===== src/hdl/pip_pkg.sv =====
// package: types, constants and helpers of the point-in-polygon test block
package pip_pkg;

	localparam int MAX_VERTICES = 64;
	localparam int MIN_VERTICES = 3;
	localparam int COORD_W      = 16;
	localparam int IDX_W        = $clog2(MAX_VERTICES);
	localparam int CNT_W        = $clog2(MAX_VERTICES + 1);
	localparam int TOL_W        = 33;
	localparam int BOX_W        = 16;
	localparam int DIFF_W       = COORD_W + 1;
	localparam int PROD_W       = 2 * DIFF_W;
	localparam int CROSS_W      = PROD_W + 1;
	localparam int BOXC_W       = COORD_W + 2;
	localparam int CFG_DATA_W   = TOL_W;

	// item modes
	typedef enum logic {
		MODE_WRITE = 1'b0,
		MODE_QUERY = 1'b1
	} mode_t;

	// configuration register indexes
	typedef enum logic [1:0] {
		CFG_VERTEX_COUNT     = 2'd0,
		CFG_INCLUDE_BOUNDARY = 2'd1,
		CFG_COLLINEAR_TOL    = 2'd2,
		CFG_BOX_TOL          = 2'd3
	} cfg_idx_t;

	// sequencer states
	typedef enum logic [2:0] {
		ST_IDLE,
		ST_FIRST,
		ST_MUL1,
		ST_MUL2,
		ST_EVAL
	} state_t;

	typedef struct packed {
		logic                      mode;
		logic [IDX_W-1:0]          vertex_index;
		logic signed [COORD_W-1:0] coord_x;
		logic signed [COORD_W-1:0] coord_y;
	} cmd_t;

	typedef struct packed {
		logic inside_res;
		logic on_boundary;
		logic too_few_vertices;
	} res_t;

	typedef struct packed {
		logic signed [COORD_W-1:0] x;
		logic signed [COORD_W-1:0] y;
	} vtx_t;

	// exact difference of two coordinates
	function automatic logic signed [DIFF_W-1:0] coord_diff(
		input logic signed [COORD_W-1:0] a,
		input logic signed [COORD_W-1:0] b
	);
		return DIFF_W'(a) - DIFF_W'(b);
	endfunction

	// coordinate widened for box bounds
	function automatic logic signed [BOXC_W-1:0] box_ext(input logic signed [COORD_W-1:0] v);
		return BOXC_W'(v);
	endfunction

endpackage


===== src/hdl/pip_mul.sv =====
// shared signed multiplier with registered product
module pip_mul (
	input  logic                               clk,
	input  logic                               en,
	input  logic signed [pip_pkg::DIFF_W-1:0]  op_a,
	input  logic signed [pip_pkg::DIFF_W-1:0]  op_b,
	output logic signed [pip_pkg::PROD_W-1:0]  prod
);
	import pip_pkg::*;

	logic signed [PROD_W-1:0] prod_q;

	// one product per enabled cycle
	always_ff @(posedge clk) begin
		if (en) begin
			prod_q <= PROD_W'(op_a) * PROD_W'(op_b);
		end
	end

	assign prod = prod_q;

endmodule


===== config.mk =====
export PLATFORM = sky130hd
export DESIGN_NAME = pip_mul
export DESIGN_NICKNAME = d
export VERILOG_FILES = /design/src/hdl/pip_pkg.sv /design/src/hdl/pip_mul.sv
export SDC_FILE = /design/constraint.sdc
export NUM_CORES = 1
export LEC_CHECK = 0
export ABC_AREA = 1
export BUFFER_PORTS_ARGS = -buffer_cell sky130_fd_sc_hd__buf_2
export CAP_MARGIN = 10
export CORE_MARGIN = 2
export CORE_UTILIZATION = 47
export CTS_CLUSTER_DIAMETER = 120
export CTS_CLUSTER_SIZE = 24
export DETAILED_ROUTE_END_ITERATION = 12
export PLACE_DENSITY = 0.68
export SETUP_SLACK_MARGIN = 0.1
export SYNTH_ARGS = -nofsm -noshare
export SYNTH_HDL_FRONTEND = slang
export SYNTH_SLANG_ARGS = --single-unit

===== constraint.sdc =====
create_clock -name clk -period 5.8 [get_ports clk]
set_clock_uncertainty 0.1 [all_clocks]
set_input_delay 0.58 -clock clk [delete_from_list [all_inputs] [get_ports clk]]
set_output_delay 0.58 -clock clk [all_outputs]
set_load 0.02 [all_outputs]

==> flow_summary.json, run 1 <==
{
  "synth_cell_types": 27,
  "clk_pin_slew_ns": 0.06,
  "largest_register_ffs": 34,
  "ys_seq_area_frac": 0.0791,
  "ant_nets": 0,
  "slowest_stage": "fa_1",
  "initial_core_util": 0.479,
  "cts_root_buf": "clkbuf_16",
  "path_cells": "clkbuf_4 -> buf_12 -> buf_4 -> nand2_1 -> inv_1 -> fa_1 -> fa_1 -> fa_1 -> fa_1 -> fa_1 -> inv_1 -> fa_1 -> inv_1 -> ha_1 -> nand2_2 -> nor2_2 -> nand2_1 -> o21bai_2 -> buf_4 -> nand4_1 -> nand2_1",
  "fp.dieH_um": 170,
  "cpLargestDelayFamily": "adder cells",
  "critPathArrivalTime_ns": 5.46,
  "fp.coreArea_um2": 27000,
  "cp.required_ns": 5.74,
  "clkSinkCount": 34,
  "grt_overflow": 0,
  "worst_pin_slew_ns": 0.833,
  "syn_area_um2": 12900,
  "finalMaxSlewViolations": 0,
  "cts_buffer_depth": 2,
  "area_growth_pct": 14.3,
  "min_from": "op_b[0]",
  "maxSlewHeadroom": 0.445,
  "crit_type": "in -> reg",
  "grt_max_degree": 35,
  "port_buffers": 69,
  "die_width_um": 170,
  "grt_pass1_vias": 10900,
  "hold_buffers": 0,
  "clock.fmax_mhz": 181,
  "finalCritPeriodShare": 0.952,
  "drt_iter0_drc": 535,
  "ios": 70,
  "yosys_register_bits": 34,
  "dp_slack_ns": -0.172,
  "cp_max_fo": 9,
  "route.detailed.drc": 0,
  "min_to": "prod[0]",
  "fillers": 2450,
  "vias_per_cell": 4.85,
  "hold_viol": 0,
  "hpwlAfterDp_mm": 27.7,
  "num_vias": 10100,
  "rsz0062_at_grt": "yes",
  "crit_path_start_kind": "input pin",
  "track_usage": 0.230,
  "drive_gt1_frac": 0.146,
  "hold_path_class": "in -> reg",
  "cpMostUsedCell": "fa_1",
  "cts_tree": "built",
  "crit_path_max_incr_delay_ns": 0.57,
  "critical_path.endpoint_type": "flop",
  "gp_congestion": 0.914,
  "holdWs_ns": 0.734,
  "firstDrtPassIters": 5,
  "setup_viol": 0,
  "antenna_found_initial": 1,
  "cts.htree.levels": 2,
  "std_cell_rows": 60,
  "fin_crit_ns": 5.52,
  "hold_depth": 3,
  "drt-total-wl_mm": 30.8,
  "fin_area_um2": 14800,
  "numCtsBuffers": 5,
  "drv_cap": 0,
  "syn_area_per_cell_um2": 7.93,
  "fin_ws_ns": 0.280,
  "place_area_um2": 14400,
  "outcome": "completed",
  "syn_nets": 2046,
  "grt_pass1_wl_mm": 52.1,
  "routedWlPerCell_um": 14.7,
  "cp_num_buf_inv": 7,
  "die-area_um2": 28800,
  "ys.warnings.count": 0,
  "nets": 2164,
  "syn-instance-count": 1629
}
-- kinds of logic (layout without fill, tap and decap cells) --
family | after synthesis | count (layout) | synth area share
buf+inv | 578 | 697 | 0.168
simple gates | 570 | 570 | 0.179
fa+ha+maj | 381 | 381 | 0.541
compound gates | 46 | 46 | 0.0194
flops | 34 | 34 | 0.0791
xor+xnor | 20 | 20 | 0.0136
other cells | 0 | 2 | 0
-- timing repair --
| action | in CTS | in global routing |
|---|---|---|
| endpoints found under the hold margin | 0 | 0 |
| buffers inserted | 0 | 1 |
| endpoints found under the setup margin | 0 | 14 |
| resized for setup | 0 | 68 |
-- worst max path at each step --
| stage | startpoint | to | cells after the start | slack, ns |
|---|---|---|---|---|
| 2_1_floorplan | op_b[7] | prod[33] | 20 | 0.11 |
| 3_3_place_gp | op_a[16] | prod[32] | 18 | -0.19 |
| 3_5_place_dp | op_a[16] | prod[32] | 20 | -0.17 |
| 4_1_cts | op_a[16] | prod[32] | 20 | 0.11 |
| 5_1_grt | op_b[9] | prod[32] | 23 | 0.07 |
| 6_report | op_a[11] | prod[30] | 21 | 0.28 |
-- final cells by class --
cell class	instances	area (um^2)	share of cell area
clock buffer	6	129	0.00873
inverter	511	1920	0.130
antenna	2	5.00	0.000339
timing repair buffer	178	1290	0.0874
multi-input combinational	1017	9970	0.675
clock inverter	2	8.76	0.000593
sequential	34	1020	0.0691
tap	341	427	0.0289
-- layout by cell type (no fill, tap or decap), types with 2 or more instances in the layout --
cell and count:
inv_1 506, nand2_1 441, fa_1 291, buf_4 104, ha_1 75, buf_2 55, nor2_1 39, edfxtp_1 34
nand3_1 27, a21oi_1 23, xor2_1 16, nand2_2 15, nor2_2 14, clkbuf_4 11, nand4_1 10, ha_4 10
a21oi_2 7, o21ai_0 7, buf_12 7, inv_2 5, o21bai_1 5, fa_2 5, clkbuf_16 5, nor3_2 4
xnor2_1 4, nand3b_1 4, or2_2 3, nor3_1 3, nor2_4 3, diode_2 2, nand3_2 2, and2_1 2
-- metal layers --
| layer | part of all wire | track usage | wire (um) | vias up |
|---|---|---|---|---|
| met5 | 0 | 0 | 0 | - |
| met1 | 0.41 | 0.289 | 12600 | 5018 |
| li1 | - | - | - | 4796 |
| met4 | 0.029 | 0.0676 | 898 | 0 |
| met3 | 0.044 | 0.0175 | 1370 | 58 |
| met2 | 0.52 | 0.424 | 15900 | 277 |
-- through the flow --
step | util | instances | TNS, ns
finish | 0.548 | 2091 | 0
detailed placement | 0.533 | 2080 | -1.26
global placement | 0.533 | 2080 | -0.637
CTS | 0.538 | 2088 | 0
floorplan | - | 1629 | 0
global route | 0.548 | 2090 | 0
-- synthesized netlist by cell type, drive strengths merged --
master  count  area, um^2
fa        296        5930
nand3b      4        30.0
inv       511        1920
edfxtp     34        1020
o21a        1        7.51
nand3      29         155
a21oi      30         150
nand2     457        1730
a21o        1        7.51
xor2       16         140
or2         3        18.8
ha         85        1060
xnor2       4        35.0
nor3        8        50.1
nor2       56         243
clkbuf     67         251
o21ai       8        40.0
nand4      10        62.6
o21bai      6        45.0
and2        3        20.0
-- tightest hold or removal path, stage by stage --
cell	delay [ns]
buf_2	0.23
nand2_1	0.11
inv_1	0.03
Power of run 1 is left out: the tool's default activity adds up to more than one toggle a clock period on the data nets, which glitch-free logic cannot reach.
==> run 2: changes to the inputs <==
--- a/config.mk
+++ b/config.mk
@@ -8,12 +8,11 @@
 export ABC_AREA = 1
 export BUFFER_PORTS_ARGS = -buffer_cell sky130_fd_sc_hd__buf_2
 export CAP_MARGIN = 10
-export CORE_MARGIN = 2
 export CORE_UTILIZATION = 47
 export CTS_CLUSTER_DIAMETER = 120
 export CTS_CLUSTER_SIZE = 24
 export DETAILED_ROUTE_END_ITERATION = 12
-export PLACE_DENSITY = 0.68
+export PLACE_DENSITY = 0.66
 export SETUP_SLACK_MARGIN = 0.1
 export SYNTH_ARGS = -nofsm -noshare
 export SYNTH_HDL_FRONTEND = slang
==> constraint.sdc (replaced) <==
create_clock -name clk -period 6 [get_ports clk]
set_clock_uncertainty 0.1 [all_clocks]
set_input_delay 0.6 -clock clk [delete_from_list [all_inputs] [get_ports clk]]
set_output_delay 0.6 -clock clk [all_outputs]
set_load 0.02 [all_outputs]
==> run 2 against run 1 <==
Die area down 2.3%. First-iteration DRC count up 7.7%. Critical path type unchanged. Count of clock-buffer cells in the layout down 1. Via count down 1.8%. Critical path depth down 2.
==> flow_summary.json, run 2 (synthesis results as in run 1) <==
{
  "cpLargestDelayFamily": "adder cells",
  "track_usage": 0.241,
  "hold_buffers": 0,
  "nets": 2122,
  "critPathArrivalTime_ns": 5.58,
  "largest_register_ffs": 34,
  "drt_iter0_drc": 576,
  "final_common_cell": "inv_1",
  "fin_ws_ns": 0.350,
  "vias_per_cell": 4.86,
  "setup_viol": 0,
  "num_vias": 9966,
  "dp_slack_ns": -0.144,
  "crit_path_max_incr_delay_ns": 0.66,
  "final_cell_mix": "inv_1 (509), nand2_1 (449), fa_1 (293)",
  "crit_type": "in -> reg",
  "clkSinkCount": 34,
  "route.detailed.drc": 0,
  "rsz0062_at_grt": "no",
  "fin_crit_ns": 5.65,
  "setup_tns_ns": 0,
  "hold_viol": 0,
  "cp.required_ns": 5.93,
  "fp.dieH_um": 168,
  "port_buffers": 69,
  "drive_gt1_frac": 0.104,
  "fillers": 2580,
  "drv_cap": 0,
  "finalMaxSlewViolations": 0,
  "ios": 70,
  "hold_depth": 4,
  "outcome": "completed",
  "critical_path.endpoint_type": "flop",
  "initial_core_util": 0.479,
  "std_cell_rows": 60,
  "cts_root_buf": "clkbuf_16",
  "ant_nets": 0,
  "grt_pass1_vias": 10900,
  "die_width_um": 168,
  "firstDrtPassIters": 5,
  "maxSlewHeadroom": 0.466,
  "cts.htree.levels": 2,
  "cts_tree": "built",
  "hpwlAfterDp_mm": 27.5,
  "cp_max_fo": 10,
  "die-area_um2": 28100,
  "cts_buffer_depth": 2,
  "cpMostUsedCell": "nand2_1",
  "cp_num_buf_inv": 4,
  "routedWlPerCell_um": 15.1,
  "clk_pin_slew_ns": 0.06,
  "met2_usage": 0.446,
  "antenna_found_initial": 2,
  "holdWs_ns": 0.804,
  "area_growth_pct": 9.97,
  "register_area_um2": 1020,
  "finalCritPeriodShare": 0.942,
  "multi_input_area_um2": 9770,
  "path_cells": "buf_2 -> nand2_1 -> inv_1 -> fa_2 -> fa_2 -> buf_4 -> fa_1 -> fa_1 -> fa_1 -> fa_1 -> ha_1 -> buf_4 -> nand2_1 -> nor2_2 -> nand2_1 -> nor3_1 -> nand2_1 -> nand4_1 -> nand2_1",
  "clock.fmax_mhz": 177,
  "grtUsageMet1": 0.292,
  "cp.depth": 19,
  "gr-max-usage-layer": "met2",
  "grt_overflow": 0,
  "hold_path_class": "in -> reg",
  "fp.coreArea_um2": 27000,
  "grt_pass1_wl_mm": 53.1,
  "grt_max_degree": 35,
  "gp_congestion": 0.883,
  "crit_path_start_kind": "input pin",
  "grt.met3_usage": 0.0260,
  "numCtsBuffers": 5,
  "drt-total-wl_mm": 30.9,
  "crit_start": "op_b[4]",
  "worst_pin_slew_ns": 0.801,
  "slowest_stage": "fa_2",
  "cp-endpoint": "prod[30]"
}
==> run 2: cell types whose count changed in the layout (fill, tap and decap cells not counted), moves of 4 or more <==
cell,delta
a21oi_1,+6
a21oi_2,-6
buf_12,-4
buf_4,-40
clkbuf_4,+4
ha_1,+8
ha_4,-9
nand2_1,+8
nand2_2,-7
nor2_1,+9
nor2_2,-9
==> run 2: worst min-delay path: stages <==
cell and delay, ns:
buf_2 0.12, buf_4 0.24, nand2_1 0.08, inv_1 0.05
==> run 2: how the worst min path moves through the flow <==
| stage | slack (ns) | startpoint | endpoint |
|---|---|---|---|
| after floorplan | 0.61 | en | prod[0] |
| after global placement | 0.94 | prod[20] | prod[20] |
| after detailed placement | 0.94 | prod[1] | prod[1] |
| after CTS | 0.80 | op_a[0] | prod[0] |
| after global routing | 0.81 | op_a[0] | prod[0] |
| final | 0.80 | op_a[0] | prod[0] |
==> run 2: layer usage <==
layer	part of all wire	wire length, um	vias up
li1	-	-	4703
met1	0.40	12400	4959
met2	0.53	16300	242
met3	0.038	1180	62
met4	0.033	1040	0
met5	0	0	-
==> run 2: per-stage QoR <==
stage,cells,util,instance area (um^2)
global route,2049,0.527,14200
floorplan,1629,-,12900
global placement,2037,0.518,14000
detailed placement,2037,0.518,14000
finish,2049,0.527,14200
CTS,2045,0.523,14100
==> run 2: what timing repair did <==
item,CTS,global route
buffers inserted,0,2
setup endpoints to repair,0,8
gates resized for setup,0,27
==> run 2: layout make-up <==
type,count,share of cell area
Antenna cell,2,0.000352
Clock buffer,5,0.00881
Clock inverter,3,0.00115
Inverter,511,0.135
Multi-Input combinational cell,1017,0.688
Sequential cell,34,0.0719
Tap cell,341,0.0300
Timing Repair Buffer,136,0.0650
Power of run 2 is left out for the same reason.
==> run 3: changes to the inputs <==
--- a/config.mk
+++ b/config.mk
@@ -7,7 +7,8 @@
 export LEC_CHECK = 0
 export ABC_AREA = 1
 export BUFFER_PORTS_ARGS = -buffer_cell sky130_fd_sc_hd__buf_2
-export CAP_MARGIN = 10
+export CAP_MARGIN = 20
+export CORE_ASPECT_RATIO = 0.6
 export CORE_UTILIZATION = 47
 export CTS_CLUSTER_DIAMETER = 120
 export CTS_CLUSTER_SIZE = 24
==> constraint.sdc (replaced) <==
create_clock -name clk -period 6.5 [get_ports clk]
set_clock_uncertainty 0.1 [all_clocks]
set_input_delay 0.65 -clock clk [delete_from_list [all_inputs] [get_ports clk]]
set_output_delay 0.65 -clock clk [all_outputs]
set_load 0.02 [all_outputs]
==> run 3 against run 2 <==
Final cell count shrank 1.7%. Sequential share of layout area grew 0.24 points. Flip-flop and latch count is the same. First-iteration DRC count grew 49%. Count of clock-buffer cells in the layout is the same. Worst hold slack gained 0.082 ns. Die area is essentially flat. Non-clock buffer count shrank 52. Worst setup slack gained 0.088 ns.
==> flow_summary.json, run 3 (synthesis results as in run 1) <==
{
  "finalMaxSlewViolations": 0,
  "drt_iter0_drc": 860,
  "final_cell_mix": "inv_1 (509), nand2_1 (451), fa_1 (295)",
  "numCtsBuffers": 5,
  "cp.required_ns": 6.44,
  "gp_congestion": 0.949,
  "track_usage": 0.243,
  "route.detailed.drc": 0,
  "grt_pass1_wl_mm": 53.2,
  "initial_core_util": 0.484,
  "die_width_um": 216,
  "place_area_um2": 13600,
  "cts.htree.levels": 2,
  "critical_path.endpoint_type": "flop",
  "cts_buffer_depth": 2,
  "critPathArrivalTime_ns": 6.01,
  "grt_overflow": 0,
  "routedWlPerCell_um": 15.5,
  "ios": 70,
  "area_growth_pct": 6.44,
  "cts_root_buf": "clkbuf_16",
  "clock.fmax_mhz": 165,
  "dp.cells": 2006,
  "maxSlewHeadroom": 0.487,
  "largest_register_ffs": 34,
  "die-area_um2": 28200,
  "setup_viol": 0,
  "cts_tree": "built",
  "hold_path_class": "in -> reg",
  "fp.dieH_um": 130,
  "finalCritPeriodShare": 0.933,
  "rsz0062_at_grt": "no",
  "worst_pin_slew_ns": 0.770,
  "clkSinkCount": 34,
  "hold_buffers": 0,
  "final_common_cell": "inv_1",
  "fp.coreArea_um2": 26700,
  "firstDrtPassIters": 5,
  "nets": 2070,
  "num_vias": 9761,
  "drv_cap": 0,
  "antenna_found_initial": 0,
  "fin_crit_ns": 6.06,
  "grt_max_degree": 35,
  "crit_path_start_kind": "input pin",
  "hold_viol": 0,
  "diodes": 0,
  "setup_tns_ns": 0,
  "crit_type": "in -> reg",
  "hpwlAfterDp_mm": 27.2,
  "stdcell_count": 2014,
  "std_cell_rows": 46,
  "outcome": "completed",
  "fin_area_um2": 13700,
  "grt_pass1_vias": 10400,
  "ant_nets": 0,
  "drt-total-wl_mm": 31.1,
  "clk_pin_slew_ns": 0.05,
  "vias_per_cell": 4.85,
  "drive_gt1_frac": 0.0701,
  "cp_max_fo": 13,
  "port_buffers": 69
}
-- run 3: path summary, 6_finish.rpt --
check,from,end,slack [ns],cells after the start
max,op_b[2],prod[33],0.44,20
min,en,prod[4],0.89,1
-- run 3: layout make-up --
| type | count | area (um^2) |
|---|---|---|
| repair buffers | 84 | 460 |
| clock inverters | 3 | 45.0 |
| clock buffers | 5 | 125 |
| flip-flops and latches | 34 | 1020 |
| multi-input cells | 1017 | 9730 |
| well taps | 360 | 450 |
| inverters | 511 | 1920 |
| fillers | 2607 | 13000 |
-- run 3: critical path, cell delays in order --
cell and delay [ns]:
buf_2 0.28, nand2_1 0.16, inv_1 0.15, fa_2 0.53
fa_1 0.61, buf_4 0.19, inv_1 0.07, fa_1 0.48
fa_1 0.57, fa_1 0.43, fa_1 0.49, inv_1 0.04
ha_1 0.36, nand2_1 0.13, nor3_1 0.29, and2_1 0.19
and2_1 0.18, a21oi_1 0.08, nand2_1 0.06, nand2_1 0.04
-- run 3: repair_timing --
| item | 4_1_cts | 5_1_grt |
|---|---|---|
| setup buffers | 0 | 0 |
| resized for setup | 0 | 2 |
| setup endpoints to repair | 0 | 1 |
-- run 3: per-layer routing --
| metal | global-route usage | up-vias | routed length [um] |
|---|---|---|---|
| li1 | - | 4599 | - |
| met1 | 0.364 | 4820 | 14700 |
| met2 | 0.384 | 328 | 13700 |
| met3 | 0.0444 | 14 | 2510 |
| met4 | 0.0244 | 0 | 238 |
| met5 | 0 | - | 0 |
-- run 3: per-stage QoR --
step	util	hold slack, ns	setup WS, ns
after CTS	0.515	0.896	0.413
after detailed placement	0.508	0.994	0.108
after global routing	0.515	0.929	0.139
after floorplan	-	0.662	0.461
after global placement	0.508	0.993	0.180
final	0.515	0.886	0.438
Power of run 3 is left out for the same reason.
